### config.mk
export PLATFORM = sky130hd
export DESIGN_NAME = ranked_query_title_matcher_unit
export DESIGN_NICKNAME = d
export VERILOG_FILES = /design/src/sv/rqtm_pkg.sv /design/src/sv/rqtm_cell.sv /design/src/sv/ranked_query_title_matcher_unit.sv
export SDC_FILE = /design/constraint.sdc
export NUM_CORES = 1
export LEC_CHECK = 0
export BUFFER_PORTS_ARGS = -buffer_cell sky130_fd_sc_hd__buf_2
export CAP_MARGIN = 20
export CELL_PAD_IN_SITES_DETAIL_PLACEMENT = 0
export CELL_PAD_IN_SITES_GLOBAL_PLACEMENT = 1
export CORE_ASPECT_RATIO = 1.4
export CORE_UTILIZATION = 35
export CTS_BUF_LIST = sky130_fd_sc_hd__clkbuf_2
export DETAILED_ROUTE_END_ITERATION = 10
export GPL_TIMING_DRIVEN = 0
export PLACE_DENSITY = 0.67
export SLEW_MARGIN = 20
export SYNTH_ARGS = -nofsm -noshare
export SYNTH_HDL_FRONTEND = slang
export SYNTH_HIERARCHICAL = 1
export SYNTH_SLANG_ARGS = --single-unit
### constraint.sdc
create_clock -name clk -period 21.7 [get_ports clk]
set_input_delay 1.085 -clock clk [delete_from_list [all_inputs] [get_ports clk]]
set_output_delay 1.085 -clock clk [all_outputs]
set_load 0.03 [all_outputs]
### src/sv/rqtm_pkg.sv
// Shared constants, types and helpers for the ranked query/title matcher.
package rqtm_pkg;

  localparam int QUERY_MAX = 64;
  localparam int TITLE_MAX = 127;
  localparam int IDX_W     = $clog2(QUERY_MAX);
  localparam int LEN_W     = $clog2(QUERY_MAX + 1);
  localparam int POS_W     = $clog2(TITLE_MAX + 1);

  // func codes
  localparam logic FUNC_QUERY = 1'b0;
  localparam logic FUNC_TITLE = 1'b1;

  // rank codes
  localparam logic [1:0] RANK_PREFIX = 2'd0;
  localparam logic [1:0] RANK_WORD   = 2'd1;
  localparam logic [1:0] RANK_INSIDE = 2'd2;
  localparam logic [1:0] RANK_NONE   = 2'd3;

  // match vector bit order: 0 prefix, 1 word start, 2 anywhere
  localparam int MV_PREFIX = 0;
  localparam int MV_WORD   = 1;
  localparam int MV_ANY    = 2;

  // broadcast from control to every cell
  typedef struct packed {
    logic             q_wr;    // store q_byte into cell q_idx
    logic [IDX_W-1:0] q_idx;
    logic [7:0]       q_byte;
    logic             t_step;  // shift the match vectors by one title byte
    logic [7:0]       t_byte;
    logic [LEN_W-1:0] m;       // active query length
    logic             clear;   // drop title state
  } cell_cmd_t;

  function automatic logic is_ws(input logic [7:0] b);
    return (b == 8'd32) || ((b >= 8'd9) && (b <= 8'd13));
  endfunction

  function automatic logic [7:0] to_lower(input logic [7:0] b);
    return ((b >= 8'd65) && (b <= 8'd90)) ? b + 8'd32 : b;
  endfunction

endpackage

### src/sv/rqtm_cell.sv
// One query position: stored query byte and its three shift-and match bits.
module rqtm_cell (
  input  logic                      clk,
  input  logic                      rst,
  input  rqtm_pkg::cell_cmd_t       cmd,
  input  logic [rqtm_pkg::IDX_W-1:0] cell_index,
  input  logic [2:0]                carry_in,
  output logic [2:0]                carry_out,
  output logic [2:0]                hit
);
  import rqtm_pkg::*;

  logic [7:0] q_char;
  logic [2:0] vec;
  logic [2:0] vec_next;
  logic       mask;
  logic       is_top;

  assign mask     = (q_char == cmd.t_byte) && ({1'b0, cell_index} < cmd.m);
  assign is_top   = (({1'b0, cell_index} + LEN_W'(1)) == cmd.m);
  assign vec_next = carry_in & {3{mask}};
  assign carry_out = vec;
  assign hit      = vec_next & {3{is_top && cmd.t_step}};

  always_ff @(posedge clk) begin
    if (cmd.q_wr && (cmd.q_idx == cell_index)) begin
      q_char <= cmd.q_byte;
    end
  end

  always_ff @(posedge clk) begin
    if (rst) begin
      vec <= '0;
    end else if (cmd.clear) begin
      vec <= '0;
    end else if (cmd.t_step) begin
      vec <= vec_next;
    end
  end

endmodule

### src/sv/ranked_query_title_matcher_unit.sv
// Top level of the ranked query/title matcher: query loading, title control, cell row.
//
// Query bytes (func = 0) are trimmed of leading and trailing whitespace
// (bytes 9..13 and 32), lower-cased and written one per item into a row of
// 64 cells; title bytes (func = 1) are lower-cased and broadcast to every
// cell, where each cell compares its stored query byte and takes the prefix,
// word-start and anywhere match bits from its left neighbor (bit-parallel
// shift-and), so one item is accepted every clock cycle while in_ready is high,
// with no gaps between queries and titles. Only the first 127 bytes of a title
// count. The item with last = 1 of a title yields one match_rank two-bit code
// in the cycle after it is accepted: 0 title starts with the query (or the
// query is empty), 1 a word of the title starts with it, 2 it lies inside,
// 3 no match. A query item drops any title in progress; a title sent while a
// query is still loading uses the part loaded so far. Results sit in a single
// output register; in_ready falls only while that register holds a result that
// out_ready has not yet taken. No clearing pass after reset: query bytes are
// read only at positions written by the current query.
module ranked_query_title_matcher_unit (
  input  logic       clk,
  input  logic       rst,
  input  logic       in_valid,
  output logic       in_ready,
  input  logic       func,
  input  logic [7:0] byte_value,
  input  logic       has_byte,
  input  logic       last,
  output logic       out_valid,
  input  logic       out_ready,
  output logic [1:0] match_rank
);
  import rqtm_pkg::*;

  // query load state
  logic [LEN_W-1:0] query_length, query_length_next;
  logic [LEN_W-1:0] trimmed_length, trimmed_length_next;
  logic             leading_skipped, leading_skipped_next;
  // title state
  logic [POS_W-1:0] title_position, title_position_next;
  logic             previous_was_space, previous_was_space_next;
  logic [2:0]       found_flags, found_flags_next;
  // output register
  logic             out_valid_next;
  logic [1:0]       match_rank_next;

  logic       acc, q_step, t_item, q_take, q_room, t_active, t_adv;
  logic [7:0] lc;
  logic       ws;
  logic [2:0] carry0;
  logic [2:0] hit_any;
  logic [2:0] found_now;
  logic [LEN_W-1:0] tl_base;
  cell_cmd_t  cmd;

  logic [2:0] cell_vec [QUERY_MAX];
  logic [2:0] cell_hit [QUERY_MAX];

  // output register drains or is empty: take the next item
  assign in_ready = !out_valid || out_ready;
  assign acc      = in_valid && in_ready;
  assign q_step   = acc && (func == FUNC_QUERY);
  assign t_item   = acc && (func == FUNC_TITLE);

  assign lc = to_lower(byte_value);
  assign ws = is_ws(byte_value);

  // leading whitespace of a query is dropped before anything is stored
  assign q_take   = q_step && has_byte && !(!leading_skipped && ws);
  assign q_room   = query_length < LEN_W'(QUERY_MAX);
  assign t_active = t_item && has_byte && (title_position < POS_W'(TITLE_MAX));
  assign t_adv    = t_active && (trimmed_length != '0);

  always_comb begin
    cmd        = '0;
    cmd.q_wr   = q_take && q_room;
    cmd.q_idx  = query_length[IDX_W-1:0];
    cmd.q_byte = lc;
    cmd.t_step = t_adv;
    cmd.t_byte = lc;
    cmd.m      = trimmed_length;
    cmd.clear  = q_step || (t_item && last);
  end

  // carry into position 0: prefix only at title start, word after whitespace
  always_comb begin
    carry0            = '0;
    carry0[MV_PREFIX] = (title_position == '0);
    carry0[MV_WORD]   = (title_position != '0) && previous_was_space;
    carry0[MV_ANY]    = 1'b1;
  end

  for (genvar j = 0; j < QUERY_MAX; j++) begin : g_cell
    rqtm_cell u_cell (
      .clk        (clk),
      .rst        (rst),
      .cmd        (cmd),
      .cell_index (IDX_W'(j)),
      .carry_in   ((j == 0) ? carry0 : cell_vec[(j == 0) ? 0 : j - 1]),
      .carry_out  (cell_vec[j]),
      .hit        (cell_hit[j])
    );
  end

  // only the cell at position m-1 can report a full match
  always_comb begin
    hit_any = '0;
    for (int k = 0; k < QUERY_MAX; k++) begin
      hit_any = hit_any | cell_hit[k];
    end
  end

  assign found_now = found_flags | hit_any;

  always_comb begin
    query_length_next       = query_length;
    trimmed_length_next     = trimmed_length;
    leading_skipped_next    = leading_skipped;
    title_position_next     = title_position;
    previous_was_space_next = previous_was_space;
    found_flags_next        = found_flags;
    out_valid_next          = out_valid && !out_ready;
    match_rank_next         = match_rank;
    tl_base                 = (query_length == '0 && !leading_skipped) ? '0 : trimmed_length;

    if (q_step) begin
      trimmed_length_next     = tl_base;
      title_position_next     = '0;
      previous_was_space_next = 1'b0;
      found_flags_next        = '0;
      if (q_take) begin
        leading_skipped_next = 1'b1;
        if (q_room) begin
          query_length_next = query_length + LEN_W'(1);
          if (!ws) begin
            trimmed_length_next = query_length + LEN_W'(1);
          end
        end else if (!ws) begin
          trimmed_length_next = LEN_W'(QUERY_MAX);
        end
      end
      if (last) begin
        query_length_next    = '0;
        leading_skipped_next = 1'b0;
      end
    end else if (t_item) begin
      found_flags_next = found_now;
      if (t_active) begin
        previous_was_space_next = ws;
        title_position_next     = title_position + POS_W'(1);
      end
      if (last) begin
        out_valid_next          = 1'b1;
        title_position_next     = '0;
        previous_was_space_next = 1'b0;
        found_flags_next        = '0;
        if (trimmed_length == '0 || found_now[MV_PREFIX]) begin
          match_rank_next = RANK_PREFIX;
        end else if (found_now[MV_WORD]) begin
          match_rank_next = RANK_WORD;
        end else if (found_now[MV_ANY]) begin
          match_rank_next = RANK_INSIDE;
        end else begin
          match_rank_next = RANK_NONE;
        end
      end
    end
  end

  always_ff @(posedge clk) begin
    if (rst) begin
      query_length       <= '0;
      trimmed_length     <= '0;
      leading_skipped    <= 1'b0;
      title_position     <= '0;
      previous_was_space <= 1'b0;
      found_flags        <= '0;
      out_valid          <= 1'b0;
    end else begin
      query_length       <= query_length_next;
      trimmed_length     <= trimmed_length_next;
      leading_skipped    <= leading_skipped_next;
      title_position     <= title_position_next;
      previous_was_space <= previous_was_space_next;
      found_flags        <= found_flags_next;
      out_valid          <= out_valid_next;
    end
  end

  // payload only, no reset
  always_ff @(posedge clk) begin
    match_rank <= match_rank_next;
  end

endmodule

# Yosys cells after proc, flatten, opt, wreduce, memory -nomap -nowiden
# Index checks and enable logic that the tools add are counted.
# totals
in_bits,15
latchBits,0
output_inout_bits,4
mem_bits_rw,0
elab_cells,848
n_memories,0
register_bits,730
mem_bits_ro,0
# op_classes
eq_ne,192
n_div,0
n_reduce_logical,232
bitwise_logic,194
shifts,0
mul,0
add_sub_neg,3
n_lt_le_gt_ge,70
mux,21
# op_table
operator,count
$eq 8x8->1,64
$and 3x3->3,128
$eq 6x7->1 const A,32
$lt 6x7->1 const A,32
$logic_and 1x1->1,208
$eq 6x6->1 const B,32
$or 3x3->3,64
$eq 5x7->1 const A,16
$lt 5x7->1 const A,16
$eq 6x5->1 const B,16
$mux 7,10
$eq 4x7->1 const A,8
$lt 4x7->1 const A,8
$eq 6x4->1 const B,8
$eq 3x7->1 const A,4
$lt 3x7->1 const A,4
$eq 6x3->1 const B,4
$logic_not 7->1,3
$add 7x1->7 const B,2
$eq 2x7->1 const A,2
$lt 1x7->1 const A,2
$lt 2x7->1 const A,2
$lt 7x7->1 const B,2
$reduce_bool 7->1,2
other kinds (21),43

# Longest topological paths before layout
# Gate-level depths: netlist of run 1.
# depth
word_depth,75
depth_mapped,15
mapped_depth_nobuf,14

# Cells and area by module
# Netlist of run 1, hierarchy kept.
# modules_own_cells
mod,area_per_inst_um2,seq_area_each_um2,instances,cells_each
rqtm_cell (g_cell[0].u_cell ...),844.6,300.3,60,86
rqtm_cell (g_cell[6].u_cell ...),857.1,300.3,4,82
ranked_query_title_matcher_unit,2030.7,600.6,1,252

# Worst setup path before layout of run 1
# OpenSTA, ideal clock, no wires.
# synth_timing
kind,reg-to-reg
from,register trimmed_length[6]
to,"register match_rank[0], data pin"
arrival_time_ps,15039
path_slack_ps,6389
path_stages_with_launch,10
path_cell_list,dfxtp_1 nor3_1 a21oi_1 a2bb2oi_1 nor4_1 nor4_2 nand4_1 or4_1 or4b_1 a41oi_1
# synth_lines
item,line,text
"start, declared",ranked_query_title_matcher_unit.sv:35,"logic [LEN_W-1:0] trimmed_length, trimmed_length_next;"
"start signal, assigned",ranked_query_title_matcher_unit.sv:179,trimmed_length <= trimmed_length_next;
"end signal, assigned",ranked_query_title_matcher_unit.sv:190,match_rank <= match_rank_next;
"end, declared",ranked_query_title_matcher_unit.sv:29,output logic [1:0] match_rank

==> results.txt, run 1 <==
largest net degree at the start of global routing: 79
most common cell after layout, fill and taps aside: conb_1
Max VDD drop: 0.04301 mV
max-cap violations: 0
synthesis-to-finish area growth: 26.25%
final clock skew: 107.5 ps
Rel. slew slack: 21.28%
pre-CTS WS: 13200 ps
Setup WS post-layout: 14380 ps
final hold violations: 0
starting density of the core: 35.26%
Comb pwr share: 16.9%
number of warnings issued by yosys: 6
htree depth: 4
TNS Setup: 0 ps
Int Pwr: 2.099 mW
routability cong.: 0.7843
max-slew violation count: 0
Final Setup Violations: 0
Sw Pwr: 0.9182 mW
Power Total: 3.017 mW
LEAKAGE: 28.23 nW
overall routing resource usage: 19.67%
max incr delay on CP: 1000 ps
row count: 173
CP endpoint kind: register
# port buffers: 18
post-layout util: 44.52%
die area: 161700 um2
Power Dens Cells: 42.66 nW/um2
clk buf depth: 3
final wirelength: 157800 um
cell mode on critical path: buf_16
flop2flop setup slack: 14380 ps
layout cells sized above 1: 7.954%
Period minus WS final: 7315 ps
worst-path cell chain: nor2b_1 -> inv_1 -> nand4_1 -> or2_2 -> clkbuf_1 -> a21oi_4 -> buf_16 -> buf_16 -> buf_16 -> buf_16 -> buf_16 -> buf_16 -> nand2_1 -> a2bb2oi_1 -> nor4_1 -> nor4_1 -> nand4_1 -> nor4_1 -> nand4_1 -> a41oi_1
total gr overflow: 0
CTS Sinks: 730
crit path kind: register to register
vias in the first global route: 45.64k
fmax: 136.7 MHz
post-CTS setup buffers: 0
CTS tree: done
Worst Max-Slew Pin Slew: 1170 ps
Synth Instances: 5729
first-pass GRT wire length: 248800 um
arrival time worst endpoint: 8730 ps
post-DP HPWL: 112300 um
drt initial violations: 2072
Via Count: 46.85k
crit share post-route: 33.71%
clock slew at reported path FFs: 120 ps
drt wl/cell: 15.35 um
Die W: 340.2 um
Worst Hold Class: input pin to register
drt drc: 0
Clk network pwr share: 33.6%
unrepaired setup endpoints after global routing: false
Critical Path Fanout Max: 20
Detail Route Antenna Nets: 0
via-per-instance ratio: 4.555
Sequential Power Share: 49.5%
critical path required time: 23110 ps
CP Launch Type: register
clock root buffer: clkbuf_2
DR pass1 iterations: 8
run status: completed
latest clock arrival within the worst-skew pair: 1590 ps
Num CTS Buffers: 184
Top Ports: 19
initial antenna violation count: 5
core footprint: 158900 um2
commonest cells after routing, fill and taps aside: conb_1 (1977), xor2_1 (750), edfxtp_1 (514)
Worst path slowest cell: nor4_1
nets@finish: 8480
Die Y: 475.4 um
sw frac: 30.43%
Cell Area, Synth: 56030 um2
syn_area_per_cell: 9.780 um2
through the flow:
step	hold slack (ps)	instances	cell area, um2
2_1_floorplan	424.7	7704	63440
3_3_place_gp	445.2	9822	66160
3_5_place_dp	443.3	9905	68660
6_report	285.5	10290	70730
4_1_cts	60.97	10270	70700
5_1_grt	60.06	10290	70730
worst paths after layout:
path,start,endpoint,cells after the start
hold / removal,byte_value[7],g_cell[3].u_cell/q_char[5],3
hold reg to reg,g_cell[20].u_cell/carry_out[2],g_cell[20].u_cell/carry_out[2],2
setup / recovery,out_valid,match_rank[0],20
setup reg to reg,out_valid,match_rank[0],20
per-layer routing:
metal | vias up | part of all wire (%) | track usage [%]
met5 | - | 0 | 0
met4 | 0 | 3.3 | 6.840
met3 | 246 | 3.1 | 2.670
met2 | 664 | 50 | 36.02
met1 | 21780 | 43 | 23.34
li1 | 24150 | - | -
worst max-delay path, delay by kind of cell, from the launching register on:
kind	cells	cell delay (ps)
buffers and inverters	8	1650
AO/OA/AOI/OAI	3	1070
AND/OR/NAND/NOR	9	3980
flip-flops	1	350
sequential cells by signal, indices dropped and copies added, names as in the netlist:
name and cells:
out_valid 1, g_cell.u_cell/q_char 512, previous_was_space 1, found_flags 3, match_rank 2, title_position 7, leading_skipped 1, trimmed_length 7
query_length 7, g_cell.u_cell/carry_out 189
area by class of cell:
class / instances / area, um2
clock buffers: 264 / 1321
repair buffers: 122 / 2266
fillers: 15900 / 88150
multi-input cells: 6505 / 42390
clock inverters: 82 / 513.0
flip-flops and latches: 730 / 19810
inverters: 459 / 1725
diodes: 13 / 32.53
well taps: 2100 / 2628
plain buffers: 10 / 50.05
power by group through the flow:
stage                     Combinational, mW  Clock (mW)  Sequential [mW]
final                                 0.511        1.01             1.49
after global routing                  0.587        1.12             1.49
after CTS                             0.502        1.06             1.49
after detailed placement              0.498           0             1.52
after global placement                0.463           0             1.55
after floorplan                       0.363           0             1.53
timing repair:
action | CTS | global route
hold buffers | 21 | 0
gates resized for setup | 0 | 0
endpoints found under the hold margin | 200 | 0
No activity file was read; power rests on OpenSTA's default activity.
==> run 2, diff against run 1 <==
Settings changed: ABC_AREA set to 1, PLACE_DENSITY 0.67 to 0.71.
Clock period 21.7 ns to 6.95 ns, I/O delays scaled along.
==> run 2 against run 1 <==
Compared with the run above: utilization fell by 1.0 points; setup slack got worse by 14000 ps; clock-buffer cell count rose by 39; cell count rose by 38%; wire length rose by 8.8%; clock power rose to 3.2 times the previous value; non-clock buffer count rose by 20; die area rose by 13%; sequential power rose to 3.2 times the previous value; sequential share of layout area fell by 2.6 points; cell area rose by 10%; largest cell class unchanged.
==> results.txt, run 2 <==
Die W: 360.8 um
clock slew at reported path FFs: 110 ps
CP endpoint kind: register
Final Setup Violations: 0
cell mode on critical path: nor2_1
drt drc: 0
vias in the first global route: 55.38k
nets@finish: 12.17k
clk buf depth: 3
# port buffers: 18
Power Total: 9.788 mW
critical path required time: 8360 ps
area taken by flip-flops and latches: 19810 um2
Top Ports: 19
Worst path slowest cell: nor2_4
Die Y: 504.4 um
worst hold stages: 7
CTS Sinks: 730
post-route insts no fill: 14.19k
arrival time worst endpoint: 7510 ps
Final Cell Area: 78050 um2
Cell Area, Placed: 75340 um2
Power Dens Cells: 125.4 nW/um2
Detail Route Antenna Nets: 0
drt wl/cell: 12.10 um
unrepaired setup endpoints after global routing: false
htree depth: 4
Worst Max-Slew Pin Slew: 1138 ps
flop2flop setup slack: 1160 ps
latest clock arrival within the worst-skew pair: 1690 ps
final hold violations: 0
Via Count: 58.91k
Setup WS post-layout: 852.8 ps
die area: 182000 um2
FF-to-FF Start: out_valid
Num CTS Buffers: 196
Critical Path Fanout Max: 103
max FFs per register: 512
first-pass GRT wire length: 277000 um
final wirelength: 171700 um
commonest cells after routing, fill and taps aside: nand2_1 (2757), conb_1 (1921), inv_1 (1842)
layout cells sized above 1: 5.482%
CTS tree: done
Synth Instances: 9437
number of warnings issued by yosys: 6
dpl cells: 13.78k
drt initial violations: 2447
Worst Hold Class: input pin to register
post-CTS setup buffers: 0
starting density of the core: 35.18%
total gr overflow: 0
pre-CTS WS: 328.8 ps
largest net degree at the start of global routing: 106
synthesis-to-finish area growth: 23.70%
TNS Setup: 0 ps
clock root buffer: clkbuf_2
final clock skew: 144.4 ps
Cell Area, Synth: 63090 um2
Rel. slew slack: 24.12%
hold path start: func
footprint of the multi-input gates: 43970 um2
initial antenna violation count: 4
max-slew violation count: 0
CP Launch Type: input pin
LEAKAGE: 40.50 nW
largest reg by FF count: g_cell.u_cell/q_char
run status: completed
max-cap violations: 0
via-per-instance ratio: 4.151
Max VDD drop: 0.1546 mV
Fill cells: 18.56k
row count: 184
DR pass1 iterations: 5
crit path kind: input pin to register
most common cell after layout, fill and taps aside: nand2_1
Period minus WS final: 6097 ps
syn_area_per_cell: 6.686 um2
crit share post-route: 87.73%
routability cong.: 0.8027
core footprint: 179300 um2
overall routing resource usage: 19.02%
Hold EP: found_flags[1]
post-DP HPWL: 119000 um
R2R depth: 25
fmax: 164.0 MHz
max incr delay on CP: 610 ps
Worst R2R End: match_rank[0]
==> run 2: changes by cell type in the layout (fill, tap and decap cells not counted), sizes merged, moves of 91 or more <==
cell    change
a21oi     +141
inv      +1385
nand2    +2437
nand3     +276
nand3b    +125
nand4     -169
nor2     +1150
nor3      -125
nor4      -419
o21ai     +193
o31ai     -236
xnor2      +91
xor2      -618
==> run 2: worst max-delay path by stage <==
| stage | from | to | cells after the start |
|---|---|---|---|
| 2_1_floorplan | trimmed_length[6] | match_rank[0] | 20 |
| 3_3_place_gp | byte_value[2] | match_rank[0] | 22 |
| 3_5_place_dp | byte_value[2] | match_rank[0] | 27 |
| 4_1_cts | byte_value[3] | match_rank[0] | 32 |
| 5_1_grt | byte_value[2] | match_rank[0] | 30 |
| 6_report | byte_value[3] | match_rank[0] | 32 |
==> run 2: metrics by stage <==
stage | hold slack, ps | util [%]
after global placement | 487.1 | 40.89
after detailed placement | 485.8 | 42.01
final | 346.7 | 43.52
after CTS | 80.97 | 43.38
after floorplan | 446.4 | -
after global routing | 228.8 | 43.51
==> run 2: layer usage <==
layer / global-route usage (%) / wire, um / up-vias
met5: 0 / 0 / -
met4: 5.981 / 4668 / 0
met3: 2.212 / 4596 / 255
met2: 35.36 / 86480 / 597
met1: 22.47 / 75970 / 25920
li1: - / - / 32130
==> run 2: area by class of cell <==
type / instances / share of cell area (%)
Antenna cell: 8 / 0.02565
Buffer: 2 / 0.01122
Clock buffer: 303 / 1.943
Clock inverter: 48 / 0.3816
Inverter: 1843 / 8.867
Multi-Input combinational cell: 8781 / 56.34
Sequential cell: 730 / 25.38
Tap cell: 2325 / 3.727
Timing Repair Buffer: 150 / 3.322
==> run 2: timing repair <==
| item | in CTS | in global routing |
|---|---|---|
| hold buffers | 54 | 0 |
| hold endpoints to repair | 1124 | 0 |
| setup endpoints to repair | 0 | 0 |
| gates resized for setup | 0 | 0 |
==> run 2: critical path, delay by kind of cell <==
kind                   cells  cell delay (ps)
and+or+nand+nor           21             3740
buffers and inverters     11             3230
==> run 2: report_power, final <==
part / internal [mW] / switching, mW
sequential: 4.67 / 0.0275
combinational: 0.704 / 1.15
clock: 1.25 / 1.99
total: 6.62 / 3.16
